**config.mk**
```make
export PLATFORM = sky130hd
export DESIGN_NAME = paf_mul
export DESIGN_NICKNAME = d
export VERILOG_FILES = /design/src/rtl/paf_pkg.sv /design/src/rtl/paf_mul.sv
export SDC_FILE = /design/constraint.sdc
export NUM_CORES = 2
export LEC_CHECK = 0
export ABC_AREA = 1
export BUFFER_PORTS_ARGS = -buffer_cell sky130_fd_sc_hd__buf_2
export CORE_MARGIN = 5
export CORE_UTILIZATION = 60
export DETAILED_ROUTE_END_ITERATION = 7
export GPL_ROUTABILITY_DRIVEN = 0
export HOLD_SLACK_MARGIN = 0.1
export PLACE_DENSITY_LB_ADDON = 0.05
export SYNTH_ARGS = -nofsm -noshare
export SYNTH_HDL_FRONTEND = slang
export SYNTH_SLANG_ARGS = --single-unit
```
**constraint.sdc**
```tcl
create_clock -name clk -period 6.7 [get_ports clk]
set_clock_uncertainty 0.1 [all_clocks]
set_input_delay 0.67 -clock clk [delete_from_list [all_inputs] [get_ports clk]]
set_output_delay 0.67 -clock clk [all_outputs]
set_load 0.01 [all_outputs]
```
**src/rtl/paf_pkg.sv**
```systemverilog
package paf_pkg;

  localparam int DIMENSIONS_DEFAULT    = 3;
  localparam int FRACTION_BITS_DEFAULT = 16;

  localparam logic [31:0] PI_FIXED = 32'd3373259426;
  localparam int          PI_BITS  = 30;

  localparam int D_W    = 33;
  localparam int SQ_W   = 66;
  localparam int A_W    = 64;
  localparam int QDIV_W = 62;
  localparam int Q_W    = 61;
  localparam int QQ_W   = 2 * Q_W;
  localparam int T_W    = 89;
  localparam int T_LO_W = 33;
  localparam int T_HI_W = T_W - T_LO_W;
  localparam int WP_W   = 64 + D_W;

  localparam logic [1:0] ST_COMPUTED   = 2'd0;
  localparam logic [1:0] ST_BEYOND     = 2'd1;
  localparam logic [1:0] ST_COINCIDENT = 2'd2;

  localparam int         CFG_IW         = 2;
  localparam logic [1:0] REG_ENERGY     = 2'd0;
  localparam logic [1:0] REG_USE_CUTOFF = 2'd1;
  localparam logic [1:0] REG_CUTOFF     = 2'd2;

  typedef struct packed {
    logic signed [31:0] first_x;
    logic signed [31:0] first_y;
    logic signed [31:0] first_z;
    logic signed [31:0] second_x;
    logic signed [31:0] second_y;
    logic signed [31:0] second_z;
    logic [31:0]        first_radius;
    logic [31:0]        second_radius;
  } pair_t;

  typedef struct packed {
    logic signed [31:0] force_x;
    logic signed [31:0] force_y;
    logic signed [31:0] force_z;
    logic [1:0]         status;
    logic               saturated;
  } result_t;

  typedef struct packed {
    logic [2:0][D_W-1:0] dmag;
    logic [2:0]          dneg;
    logic [63:0]         pe;
    logic [1:0]          status;
    logic                ovf;
    logic                tneg;
  } ctx_t;

  function automatic int limbs(input int w);
    return (w + 31) >> 5;
  endfunction

  function automatic int imax(input int a, input int b);
    return (a > b) ? a : b;
  endfunction

endpackage

```
**src/rtl/paf_mul.sv**
```systemverilog
module paf_mul #(
  parameter int WA    = 32,
  parameter int WB    = 32,
  parameter int DEPTH = 1
) (
  input  logic             clk,
  input  logic             en,
  input  logic [WA-1:0]    a,
  input  logic [WB-1:0]    b,
  output logic [WA+WB-1:0] p
);
  import paf_pkg::*;

  localparam int NA = limbs(WA);
  localparam int NB = limbs(WB);
  localparam int N  = NA * NB;
  localparam int WP = 32 * (NA + NB);

  logic [NA*32-1:0] sa   [DEPTH];
  logic [NB*32-1:0] sb   [DEPTH];
  logic [WP-1:0]    sacc [DEPTH];

  for (genvar j = 0; j < DEPTH; j++) begin : g_st
    logic [NA*32-1:0] a_in;
    logic [NB*32-1:0] b_in;
    logic [WP-1:0]    acc_in;
    logic [WP-1:0]    term;

    if (j == 0) begin : g_first
      assign a_in   = (NA*32)'(a);
      assign b_in   = (NB*32)'(b);
      assign acc_in = '0;
    end else begin : g_next
      assign a_in   = sa[j-1];
      assign b_in   = sb[j-1];
      assign acc_in = sacc[j-1];
    end

    if (j < N) begin : g_pp
      localparam int I = j / NB;
      localparam int L = j % NB;
      logic [63:0] pp;
      assign pp   = a_in[I*32 +: 32] * b_in[L*32 +: 32];
      assign term = WP'(pp) << (32 * (I + L));
    end else begin : g_pad
      assign term = '0;
    end

    always_ff @(posedge clk) begin
      if (en) begin
        sa[j]   <= a_in;
        sb[j]   <= b_in;
        sacc[j] <= acc_in + term;
      end
    end
  end

  assign p = sacc[DEPTH-1][WA+WB-1:0];

endmodule

```
==> flow_summary.toml <==
[setup_path]
critical_path.max_fanout = 7
cpPeakStageDelay_ps = 600
worstPathArrival_ps = 6790
crit_path_start_kind = "primary input"
crit_top_cell = "fa_1"
criticalPathCategory = "primary input to flop"
worstSetupStartpoint = "b[16]"
worstPathRequired_ps = 6690
cp_top_family = "adder cells"
cp-end-kind = "flop"
cp_num_buf_inv = 9
cp_slowest_cell = "fa_1"

[synthesis]
yosysWarnings = 0
syn-cell-area_sq_mm = 0.0380
synth_seq_cells = 64
synth_nets = 6246
synth_seq_area_share = 0.0505
synthDistinctLibCells = 23
synth_cells = 5021
syn_area_per_cell_sq_um = 7.57

[clocking]
root_buffer = "clkbuf_16"
cts_made_buffers = 9
clkSinkCount = 64
cts_tree = "done"
clk_pin_slew_ps = 60
cts_buffer_depth = 2
cts_htree_levels = 3

[drt]
drtIter0Drc = 1901
num_vias = 31200
viasPerCell = 5.01
antenna_left = 0
drt_wl_total_um = 104000
drc = 0
first_pass_iters = 6
wl_per_cell_um = 16.7

[cells_and_area]
fill_cells = 5098
layout_commonest_cell = "inv_1"
drive_above_1_share = 0.184
largest-register = "sacc"
largest_reg_flops = 64
largest_registers = "sacc x64"
layout_common_cells = "inv_1, nand2_1, fa_1, buf_4, ha_1"
syn2layout_area_growth_pct = 18.7
nNetsFinal = 6600
multi_input_area_sq_mm = 0.0306
regArea_sq_mm = 0.00192
final_cell_area_sq_mm = 0.0451

[floorplan]
start_util = 0.604
top_level_ports = 130
coreArea_sq_mm = 0.0630
floorplan.die_area_sq_mm = 0.0685
dieHeight_um = 262
die_x_um = 262
rows = 92

[timing]
hold_viol_final = 0
finalSetupViolCount = 6
period_needed_ps = 6800
worst_pin_slew_ps = 933
slew_viol_final = 0
rsz0062_at_grt = "yes"
slew-limit-headroom = 0.378
fin_ws_ps = -101
max_freq_mhz = 147
period_share = 1.02
fin_tns_setup_ps = -266

[grt]
grt_util_all_layers = 0.307
grt-ovfl-total = 0
gr-usage-met3 = 0.0272
first_global_vias = 31700
met2_usage = 0.543
met1_usage = 0.406
grt.busiest_layer = "met2"
grt_max_degree = 65
grt_pass1_wl_um = 166000
antenna_found_initial = 0

[min_path]
hold_path_startpoint = "b[0]"
hp-class = "primary input to flop"

[placed_design]
hpwl_um = 90400
place.port_buffers = 129
dpl_cell_area_sq_mm = 0.0423

[run]
max_cap_viol_count = 0

[outcome]
violations = "negative setup slack"
status = "finished, violations left"
## metrics by stage
step           setup WS, ps  hold slack [ps]  std cells  utilization
5_1_grt                -238              968       6226        0.717
4_1_cts               -36.0              957       6203        0.688
6_report               -101              960       6228        0.717
3_3_place_gp           -662              980       6188        0.671
3_5_place_dp           -740              982       6188        0.671
2_1_floorplan          12.0              682       5021            -
## area by class of cell
cell class              count  share of cell area
multi-input cells        3030               0.677
inverters                1735               0.144
repair buffers            535               0.105
flip-flops and latches     64              0.0426
well taps                 846              0.0234
clock buffers               9             0.00499
clock inverters             7             0.00244
diodes                      2            0.000111
## cell families after synthesis
logic type                 count (synthesis)  synth area share
DFF                                       64            0.0505
AOI/OAI and AO/OA                         58           0.00862
adders and majority gates               1159             0.558
and+or+nand+nor                         1778             0.184
xor gates and xnor gates                  35           0.00806
buffers and inverters                   1927             0.190
## what timing repair did
item                                    4_1_cts  5_1_grt
buffers inserted                              0       25
hold buffers                                  0        0
cloned                                        0        1
endpoints found under the setup margin       45       48
gates resized for setup                     180      490
pin swaps                                    55      265
## per-layer routing
metal / vias up / part of all wire
li1: 14400 / -
met5: - / 0
met2: 1014 / 0.51
met1: 15600 / 0.39
met3: 238 / 0.056
met4: 0 / 0.039
## worst paths after layout
path | endpoint | slack [ps] | cells past startpoint
min | sacc[0][0] | 960 | 4
max | sacc[0][60] | -100 | 26
## worst min-delay path, cell delays in order
cell	delay (ps)
buf_2	200
buf_4	240
nand2_1	80
inv_1	40
## cell usage after synthesis (all sizes together)
library cell	n	area [sq um]
a21oi	44	220
clkbuf	192	721
edfxtp	64	1920
fa	896	17900
ha	263	3290
inv	1735	6510
nand2	1578	5960
nand3	66	365
nand4	16	100
nor2	100	458
nor3	18	133
o21ai	2	10.0
o21bai	12	97.6
xnor2	2	17.5
xor2	33	289
Power is not shown: default switching activity piles up to over one toggle a cycle in this logic, so the estimate is an artifact.
