==> src/rtl/paf_cell.sv <==
module paf_cell #(
  parameter int W  = 66,
  parameter int NW = 62,
  parameter int SW = 1
) (
  input  logic          clk,
  input  logic          rst,
  input  logic          en,
  input  logic          in_valid,
  input  logic [W-1:0]  in_r,
  input  logic [W-1:0]  in_s,
  input  logic [NW-1:0] in_n,
  input  logic [NW-1:0] in_q,
  input  logic [SW-1:0] in_side,
  output logic          out_valid,
  output logic [W-1:0]  out_r,
  output logic [W-1:0]  out_s,
  output logic [NW-1:0] out_n,
  output logic [NW-1:0] out_q,
  output logic [SW-1:0] out_side
);

  logic [W:0] r2;
  logic [W:0] rdiff;
  logic       ge;

  assign r2    = {in_r, in_n[NW-1]};
  assign ge    = r2 >= {1'b0, in_s};
  assign rdiff = r2 - {1'b0, in_s};

  always_ff @(posedge clk) begin
    if (rst) begin
      out_valid <= 1'b0;
    end else if (en) begin
      out_valid <= in_valid;
    end
  end

  always_ff @(posedge clk) begin
    if (en) begin
      out_r    <= ge ? rdiff[W-1:0] : r2[W-1:0];
      out_s    <= in_s;
      out_n    <= {in_n[NW-2:0], 1'b0};
      out_q    <= {in_q[NW-2:0], ge};
      out_side <= in_side;
    end
  end

endmodule

==> config.mk <==
export PLATFORM = sky130hd
export DESIGN_NAME = paf_cell
export DESIGN_NICKNAME = d
export VERILOG_FILES = /design/src/rtl/paf_cell.sv
export SDC_FILE = /design/constraint.sdc
export NUM_CORES = 1
export LEC_CHECK = 0
export ABC_AREA = 1
export BUFFER_PORTS_ARGS = -buffer_cell sky130_fd_sc_hd__buf_2
export CORE_AREA = 4 4 202 204
export DETAILED_ROUTE_END_ITERATION = 10
export DIE_AREA = 0 0 206 208
export MAX_ROUTING_LAYER = met4
export PLACE_DENSITY = 0.61
export SYNTH_ARGS = -nofsm -noshare
export SYNTH_HDL_FRONTEND = slang
export SYNTH_SLANG_ARGS = --single-unit
export TNS_END_PERCENT = 50
==> constraint.sdc <==
create_clock -name clk -period 3 [get_ports clk]
set_input_delay 0.3 -clock clk [delete_from_list [all_inputs] [get_ports clk]]
set_output_delay 0.3 -clock clk [all_outputs]
set_load 0.05 [all_outputs]
==> results.toml, run 1 <==
[pwr]
vdd.ir_drop.worst_mv = 0.434
power.static_leakage_nw = 10.8
power_density_mw_per_mm2 = 542

[floorplan]
core.rowCount = 73
die_width_um = 206
floorplan.initialDensity = 0.373
die_area_mm2 = 0.0428
fp.coreArea_mm2 = 0.0393
io-pin-count = 519
die_height_um = 208

[global_routing]
antenna_found_initial = 7
global_route.overflow_total = 0
grt_pass1_vias = 14900
grt.total_usage = 0.285
largest_net_degree_at_the_start_of_global_routing = 84
first_pass_grt_wire_length_um = 90400

[timing]
slew-limit-headroom = 0.515
final.setup.worst_slack_ns = 0.215
final.setup_skew_ns = 0
grt_setup_unrepaired = "no"
report.final.hold_viol_count = 0
tightestPinTransition_ns = 0.727
finalSetupViolCount = 0
timing.setup.tns_ns = 0
final_min_period_over_clock_period = 0.928
highest_clock_frequency_the_design_can_meet_ghz = 0.359
fin_crit_ns = 2.78
timing_max_transition_violations_final = 0

[finish]
fillerInstances = 3742
drive_above_1_share = 0.263
final_cell_mix = "sky130_fd_sc_hd__nand2_1 (664), sky130_fd_sc_hd__buf_2 (515), sky130_fd_sc_hd__inv_1 (309)"
final_nets = 2872
seqCellArea_mm2 = 0.00771
footprint_of_the_multi_input_gates_mm2 = 0.00559
layout_commonest_cell = "sky130_fd_sc_hd__nand2_1"
syn2layout_area_growth_pct = 45.1

[drt]
drt_first_iter_violations = 834
wire_per_inst_um = 19.8
drt_first_pass_iters = 5
num_vias = 14500
drc_errors = 0
detailed_route_vias_per_instance = 4.69
wl_um = 61400
ant_nets = 0

[critical_path]
cp.required_ns = 3.31
reg2reg_to = "out_valid"
critical_path.startpoint_type = "primary input"
r2r_cells = 3
crit_type = "in2reg"
timing.critical_path.fanout_max = 18
worst_ep_arrival_ns = 3.09
worstSetupEndpointType = "register"
r2r_slack_ns = 1.86
worstReg2RegStart = "out_valid"

[clocking]
clock_tree.root_cell = "sky130_fd_sc_hd__clkbuf_16"
tritoncts_clock_tree = "done"
numCtsBuffers = 28
clkSlewWorstSetupHoldPaths_ns = 0.06
clock_tree.buffer_depth = 3
h_tree_depth = 1
tritoncts_num_sinks = 257
postCtsSetupBuffers = 0
clock_insertion_delay_worst_skew_ns = 0.55

[synth]
synth_area_leader_cell = "sky130_fd_sc_hd__edfxtp_1"
syn_area_per_cell_um2 = 8.37
syn_inst_count = 1749
net_count_of_the_mapped_netlist = 2077
async_flop_share = 0
synthTopCellsByArea = "sky130_fd_sc_hd__edfxtp_1 (52%), sky130_fd_sc_hd__nand2_1 (17%), sky130_fd_sc_hd__inv_1 (7.9%), sky130_fd_sc_hd__ha_1 (5.6%), sky130_fd_sc_hd__nand3_1 (2.9%)"
synth.distinct_cells = 34
yosysSeqAreaShare = 0.526
dominantRegCellSynth = "sky130_fd_sc_hd__edfxtp_1"
synth_edf_count = 256
syn_area_mm2 = 0.0146
synthesis.yosys.warnings = 0
postSynthRegisterBits = 257
synth_top_area_share = 0.525

[run_status]
run_status = "finished, final reports clean"

[placement]
globalplace.congestion = 0.939
detailed_place_hpwl_um = 49900
port_buffers = 516
place_ws_ns = 0.131

[hold_path]
holdPathStages = 3
hold_start = "in_r[8]"
worst_hold_path_type = "in2reg"
worstHoldEndpoint = "out_r[9]"

[flow_run]
max_cap_viols = 0
-- critical path, stage by stage --
cell	delay (ns)
sky130_fd_sc_hd__dlygate4sd3_1	0.53
sky130_fd_sc_hd__buf_2	0.12
sky130_fd_sc_hd__inv_1	0.04
sky130_fd_sc_hd__ha_1	0.28
sky130_fd_sc_hd__buf_4	0.15
sky130_fd_sc_hd__nand2_1	0.12
sky130_fd_sc_hd__inv_1	0.07
sky130_fd_sc_hd__nand2_1	0.06
sky130_fd_sc_hd__nand2_1	0.07
sky130_fd_sc_hd__a21oi_2	0.20
sky130_fd_sc_hd__nand3_2	0.19
sky130_fd_sc_hd__nand2_1	0.14
sky130_fd_sc_hd__nand3_1	0.10
sky130_fd_sc_hd__nand2_1	0.09
sky130_fd_sc_hd__nand2_2	0.10
sky130_fd_sc_hd__buf_4	0.18
sky130_fd_sc_hd__buf_12	0.15
sky130_fd_sc_hd__nand3_1	0.12
sky130_fd_sc_hd__nand2_1	0.06
-- flip-flops by register name, summed over array words and instances (netlist names) --
register / cells
out_side: 1
out_n: 61
out_valid: 1
out_r: 66
out_q: 62
out_s: 66
-- final cells by class --
class,count,share of cell area
sequential,257,0.363
multi-input combinational,1147,0.263
timing repair buffer,780,0.244
inverter,330,0.0583
clock buffer,36,0.0354
tap,525,0.0309
clock inverter,15,0.00483
antenna,6,0.000706
-- timing repair --
| item | CTS | global route |
|---|---|---|
| hold endpoints to repair | 191 | 0 |
| resized for setup | 0 | 5 |
| setup endpoints to repair | 0 | 16 |
| hold buffers | 192 | 0 |
-- routing by layer --
metal / GRT usage / part of all wire
met5: - / 0
met3: 0.0388 / 0.058
met4: 0.101 / 0.042
met1: 0.342 / 0.41
met2: 0.490 / 0.49
-- how the worst max path moves through the flow --
| stage | startpoint | end | cells past startpoint |
|---|---|---|---|
| 2_1_floorplan | in_s[14] | out_r[13] | 16 |
| 3_3_place_gp | in_s[18] | out_r[57] | 18 |
| 3_5_place_dp | in_s[18] | out_r[57] | 18 |
| 4_1_cts | in_s[18] | out_r[57] | 19 |
| 5_1_grt | in_s[50] | out_r[33] | 16 |
| 6_report | in_s[18] | out_r[57] | 19 |
-- cell usage after synthesis (11+ instances only) --
| cell | instances |
|---|---|
| sky130_fd_sc_hd__nand3b_1 | 12 |
| sky130_fd_sc_hd__nand3_1 | 84 |
| sky130_fd_sc_hd__nor2_2 | 11 |
| sky130_fd_sc_hd__inv_1 | 309 |
| sky130_fd_sc_hd__nand2_1 | 666 |
| sky130_fd_sc_hd__xor2_1 | 31 |
| sky130_fd_sc_hd__nor2_1 | 108 |
| sky130_fd_sc_hd__o21bai_1 | 15 |
| sky130_fd_sc_hd__inv_2 | 21 |
| sky130_fd_sc_hd__nand4_1 | 19 |
| sky130_fd_sc_hd__o21ai_0 | 24 |
| sky130_fd_sc_hd__a21oi_1 | 75 |
| sky130_fd_sc_hd__nor3_1 | 12 |
| sky130_fd_sc_hd__ha_1 | 66 |
| sky130_fd_sc_hd__edfxtp_1 | 256 |
-- power breakdown --
| group | total (W) | internal [W] | switching, W | leakage (nW) |
|---|---|---|---|---|
| Sequential | 0.00446 | 0.00438 | 0.0000878 | 2.51 |
| Combinational | 0.00379 | 0.00109 | 0.00270 | 7.89 |
| Clock | 0.00326 | 0.00185 | 0.00141 | 0.424 |
-- through the flow --
stage	instances	power (W)	hold slack (ns)	utilization	instance area (um^2)
2_1_floorplan	1749	0.00685	0.372	-	14600
3_3_place_gp	2847	0.00809	0.459	0.470	18400
3_5_place_dp	2847	0.00811	0.461	0.470	18400
4_1_cts	3090	0.0116	0.00109	0.540	21200
5_1_grt	3096	0.0121	0.0122	0.541	21300
6_report	3096	0.0115	0.0316	0.541	21300
-- kinds of logic (layout without fill, tap and decap cells) --
group,count (synthesis),count (layout),synth area share
AO/OA/AOI/OAI,120,120,0.0443
XOR/XNOR,33,33,0.0197
adder cells (fa/ha/maj),67,67,0.0578
buffers and inverters,345,1161,0.0930
flip-flops,257,257,0.526
multiplexers,1,1,0.000684
other,1,7,0.000256
AND/OR/NAND/NOR,925,925,0.258
(Power assumes the default switching activity.)
==> run 2, diff against run 1 <==
- CORE_AREA: 4 4 202 204 -> 4 4 197 199
- DIE_AREA: 0 0 206 208 -> 0 0 201 203
- PLACE_DENSITY: 0.61 -> 0.66
- REMOVE_ABC_BUFFERS: not set -> 1
- clock period: 3 -> 2.5 ns (I/O delays scaled with it)
==> run 2 against run 1 <==
Critical path depth decreased by 7; critical endpoint is now out_r[58]; utilization up 9.7 points; total power increased by 30%; largest cell class unchanged.
==> results.toml, run 2 (same netlist as run 1, synthesis figures left out) <==
[run_status]
run_status = "finished, final reports clean"

[drt]
num_vias = 15800
drt_first_pass_iters = 5
wl_um = 65600
drt_first_iter_violations = 951
detailed_route_vias_per_instance = 4.74
drc_errors = 0
ant_nets = 0
wire_per_inst_um = 19.7

[critical_path]
r2r_cells = 3
critical_path.startpoint_type = "primary input"
worstSetupEndpointType = "register"
timing.critical_path.fanout_max = 4
cp_num_cells = 12
worstPathCellList = "dlygate4sd3_1, buf_2, ha_1, buf_4, a21oi_1, o21ai_0, a21oi_1, nand2_1, a21oi_2, nand3b_1, nand3_1, nand2_1"
cp.required_ns = 2.85
path_buf_inv = 3
cp_top_family = "compound AO/OA/AOI/OAI gates"
stage_delay_of_the_slowest_cell_on_the_critical_path_ns = 0.54
timing.critical_path.slowest_stage_cell = "sky130_fd_sc_hd__dlygate4sd3_1"
crit_type = "in2reg"
worst_ep_arrival_ns = 2.77

[global_routing]
grt_pass1_vias = 15900
global_route.overflow_total = 0
largest_net_degree_at_the_start_of_global_routing = 61
first_pass_grt_wire_length_um = 95700
grt.total_usage = 0.317
antenna_found_initial = 12

[finish]
instances_no_fill = 3323
fillerInstances = 3183
drive_above_1_share = 0.328
seqCellArea_mm2 = 0.00771
layout.cell_area.non_filler_mm2 = 0.0238
largestRegisters = "out_r (66), out_s (66), out_q (62)"
layout_commonest_cell = "sky130_fd_sc_hd__nand2_1"
footprint_of_the_multi_input_gates_mm2 = 0.00582
syn2layout_area_growth_pct = 62.3
final_nets = 3146
final_cell_mix = "sky130_fd_sc_hd__nand2_1 (655), sky130_fd_sc_hd__buf_2 (515), sky130_fd_sc_hd__inv_1 (309)"

[floorplan]
io-pin-count = 519
core.rowCount = 71
floorplan.initialDensity = 0.393
die_height_um = 203
die_width_um = 201
fp.coreArea_mm2 = 0.0372
die_area_mm2 = 0.0408

[placement]
port_buffers = 516
placed_cells_incl_taps = 3019
cell_area_after_placement_mm2 = 0.0201
globalplace.congestion = 0.969
detailed_place_hpwl_um = 51000

[clocking]
clock_tree.buffer_depth = 3
h_tree_depth = 1
numCtsBuffers = 28
clock_insertion_delay_worst_skew_ns = 0.57
clkSlewWorstSetupHoldPaths_ns = 0.06
tritoncts_clock_tree = "done"
clock_tree.root_cell = "sky130_fd_sc_hd__clkbuf_16"
tritoncts_num_sinks = 257

[timing]
timing_max_transition_violations_final = 0
finalSetupViolCount = 0
highest_clock_frequency_the_design_can_meet_ghz = 0.413
final_min_period_over_clock_period = 0.968
final.setup_skew_ns = 0
fin_crit_ns = 2.42
slew-limit-headroom = 0.604
report.final.hold_viol_count = 0
hold-worst-slack_ns = 0.0353
tightestPinTransition_ns = 0.594

[hold_path]
holdPathStages = 3
worst_hold_path_type = "in2reg"

[pwr]
vdd.ir_drop.worst_mv = 0.542
power_density_mw_per_mm2 = 631
power.static_leakage_nw = 12.2

[flow_run]
max_cap_viols = 0
[run 2: per-layer routing]
| metal | GRT usage | up-vias | routed length (um) |
|---|---|---|---|
| met2 | 0.532 | 582 | 31600 |
| met5 | - | - | 0 |
| met4 | 0.110 | 0 | 2860 |
| met3 | 0.0645 | 127 | 4600 |
| met1 | 0.382 | 7313 | 26500 |
| li1 | - | 7728 | - |
[run 2: repair_timing]
| action | CTS | global route |
|---|---|---|
| hold buffers | 242 | 0 |
| gates resized for setup | 0 | 53 |
| endpoints found under the hold margin | 241 | 0 |
| buffers inserted | 0 | 1 |
| endpoints found under the setup margin | 0 | 67 |
[run 2: where the power goes]
group	switching (W)	internal (W)	leakage, nW
Combinational	0.00340	0.00175	9.21
Clock	0.00180	0.00267	0.466
Sequential	0.000118	0.00525	2.51
Total	0.00533	0.00967	12.2
[run 2: worst register-to-register path, delay by kind of cell (launching register included)]
kind | cells | cell delay, ns
muxes | 1 | 0.21
and+or+nand+nor | 1 | 0.08
DFF | 1 | 0.33
buffers and inverters | 1 | 0.57
[run 2: path summary, 6_finish.rpt]
| path | startpoint | slack (ns) | endpoint |
|---|---|---|---|
| max | in_r[50] | 0.08 | out_r[58] |
| min | in_r[36] | 0.04 | out_r[37] |
| max reg2reg | out_valid | 1.20 | out_valid |
| min reg2reg | out_valid | 1.20 | out_valid |
[run 2: through the flow]
step	setup slack [ns]	utilization	setup TNS (ns)	total power, W
2_1_floorplan	-0.480	-	-30.93	0.00818
3_3_place_gp	-0.268	0.539	-15.24	0.0102
3_5_place_dp	-0.274	0.539	-15.11	0.0102
4_1_cts	0.0112	0.630	0	0.0150
5_1_grt	-0.0315	0.638	-0.0332	0.0156
6_report	0.0789	0.638	0	0.0150
[run 2: final cells by class]
class / instances / area share
Sequential cell: 257 / 0.324
Inverter: 330 / 0.0522
Antenna cell: 12 / 0.00126
Timing Repair Buffer: 1054 / 0.311
Tap cell: 474 / 0.0250
Clock buffer: 31 / 0.0300
Clock inverter: 18 / 0.0111
Multi-Input combinational cell: 1147 / 0.245
==> run 3, diff against run 2 <==
- BUFFER_PORTS_ARGS: -buffer_cell sky130_fd_sc_hd__buf_2 -> not set
- DONT_BUFFER_PORTS: not set -> 1
- PLACE_DENSITY: 0.66 -> 0.54
==> run 3 against run 2 <==
Largest cell class unchanged; die area did not move; sequential share of layout area rose by 5.7 points; clock skew did not move; critical endpoint is now out_r[13]; flip-flop and latch count did not move; via count fell by 16%; non-clock buffer count fell by 596; sequential power rose by 31%; combinational power fell by 50%; the flow now finishes with violations (hold timing); clock power fell by 6.0%.
==> results.toml, run 3 (same netlist as run 1, synthesis figures left out) <==
[run_status]
run_status = "finished with violations"
failed_checks = "hold timing"

[placement]
cell_area_after_placement_mm2 = 0.0167
detailed_place_hpwl_um = 46000
globalplace.congestion = 0.913
port_buffers = 0
placed_cells_incl_taps = 2409

[critical_path]
timing.critical_path.slowest_stage_cell = "sky130_fd_sc_hd__ha_1"
worstSetupEndpointType = "register"
stage_delay_of_the_slowest_cell_on_the_critical_path_ns = 0.39
worstPathCellList = "inv_1, ha_1, nand2_1, nor2_1, nand2_1, inv_2, nand2_1, nor3_2, nand2_1, nand3_1, nor2_1, nand2_2, inv_2, buf_12, nand2_1, nand2_1"
path_buf_inv = 4
timing.critical_path.mode_cell = "sky130_fd_sc_hd__nand2_1"
crit_type = "in2reg"
worst_ep_arrival_ns = 2.42
timing.critical_path.fanout_max = 30
cp_top_family = "simple AND/OR/NAND/NOR gates"
cp.required_ns = 2.81
critical_path.startpoint_type = "primary input"

[drt]
wl_um = 59600
drt_first_pass_iters = 6
wire_per_inst_um = 21.9
drc_errors = 0
ant_nets = 0
drt_first_iter_violations = 882
num_vias = 13300
detailed_route_vias_per_instance = 4.88

[global_routing]
global_route.overflow_total = 0
grt.total_usage = 0.288
antenna_found_initial = 2
grt_pass1_vias = 13300
largest_net_degree_at_the_start_of_global_routing = 258
first_pass_grt_wire_length_um = 86100

[floorplan]
core.rowCount = 71
io-pin-count = 519
die_width_um = 201
floorplan.initialDensity = 0.393
die_height_um = 203
die_area_mm2 = 0.0408
fp.coreArea_mm2 = 0.0372

[timing]
report.final.hold_viol_count = 66
hold-worst-slack_ns = -0.190
grt_setup_unrepaired = "no"
highest_clock_frequency_the_design_can_meet_ghz = 0.474
slew-limit-headroom = 0.545
final_min_period_over_clock_period = 0.844
timing_max_transition_violations_final = 0
fin_crit_ns = 2.11
tightestPinTransition_ns = 0.684
final.setup_skew_ns = 0
finalSetupViolCount = 0

[clocking]
post_cts.resized_instances = 0
postCtsSetupBuffers = 0
clock_tree.buffer_depth = 3
postCtsHoldBufs = 257
clock_tree.root_cell = "sky130_fd_sc_hd__clkbuf_16"
tritoncts_clock_tree = "done"
h_tree_depth = 1
clkSlewWorstSetupHoldPaths_ns = 0.06
clock_insertion_delay_worst_skew_ns = 0.55
tritoncts_num_sinks = 257
numCtsBuffers = 28

[pwr]
power_density_mw_per_mm2 = 684
vdd.ir_drop.worst_mv = 0.459
power.static_leakage_nw = 9.68

[finish]
drive_above_1_share = 0.126
syn2layout_area_growth_pct = 38.0
utilization = 0.543
instances_no_fill = 2719
final_cell_mix = "sky130_fd_sc_hd__nand2_1 (666), sky130_fd_sc_hd__inv_1 (309), sky130_fd_sc_hd__dlygate4sd3_1 (257)"
largestRegisters = "out_r (66), out_s (66), out_q (62)"
layout_commonest_cell = "sky130_fd_sc_hd__nand2_1"
layout.cell_area.non_filler_mm2 = 0.0202
final_nets = 2550

[flow_run]
max_cap_viols = 0

[hold_path]
worst_hold_path_type = "in2reg"
==> run 3: worst paths after layout <==
check,slack [ns],end,from,cells after the start
worst max-delay path,0.39,out_r[13],in_s[34],16
worst min-delay path,-0.19,out_r[48],en,0
worst max register to register,0.96,out_valid,out_valid,3
worst min register to register,1.38,out_valid,out_valid,3
==> run 3: power breakdown <==
part / total [W] / internal, W / switching [W]
registers: 0.00703 / 0.00530 / 0.00173
logic: 0.00259 / 0.00117 / 0.00142
clock network: 0.00420 / 0.00243 / 0.00177
==> run 3: worst reg2reg max path, stage by stage, from the launching register on <==
cell                            delay, ns
sky130_fd_sc_hd__dfxtp_1             0.66
sky130_fd_sc_hd__mux2i_1             0.16
sky130_fd_sc_hd__nor2_1              0.10
sky130_fd_sc_hd__dlygate4sd3_1       0.56
==> run 3: layout make-up <==
cell class	instances	area (um^2)
clock buffer	35	748
fill	3453	17000
antenna	2	5.00
multi-input combinational	1147	5570
tap	474	593
inverter	330	1240
clock inverter	16	165
sequential	257	7710
timing repair buffer	458	4170
==> run 3: metal layers <==
metal  GRT usage  part of all wire  vias up
met5           -                 0        -
met4      0.0698             0.025        0
met3      0.0449             0.065       69
met2       0.485              0.49      471
met1       0.369              0.42     6222
li1            -                 -     6520
==> run 3: through the flow <==
step / setup TNS, ns / hold WS (ns) / setup slack [ns] / power, W
2_1_floorplan: -30.93 / 0.322 / -0.480 / 0.00818
3_3_place_gp: -4.23 / 0.323 / -0.115 / 0.00934
3_5_place_dp: -4.77 / 0.342 / -0.121 / 0.00934
4_1_cts: 0 / -0.214 / 0.478 / 0.0139
5_1_grt: 0 / -0.202 / 0.239 / 0.0144
6_report: 0 / -0.190 / 0.390 / 0.0138
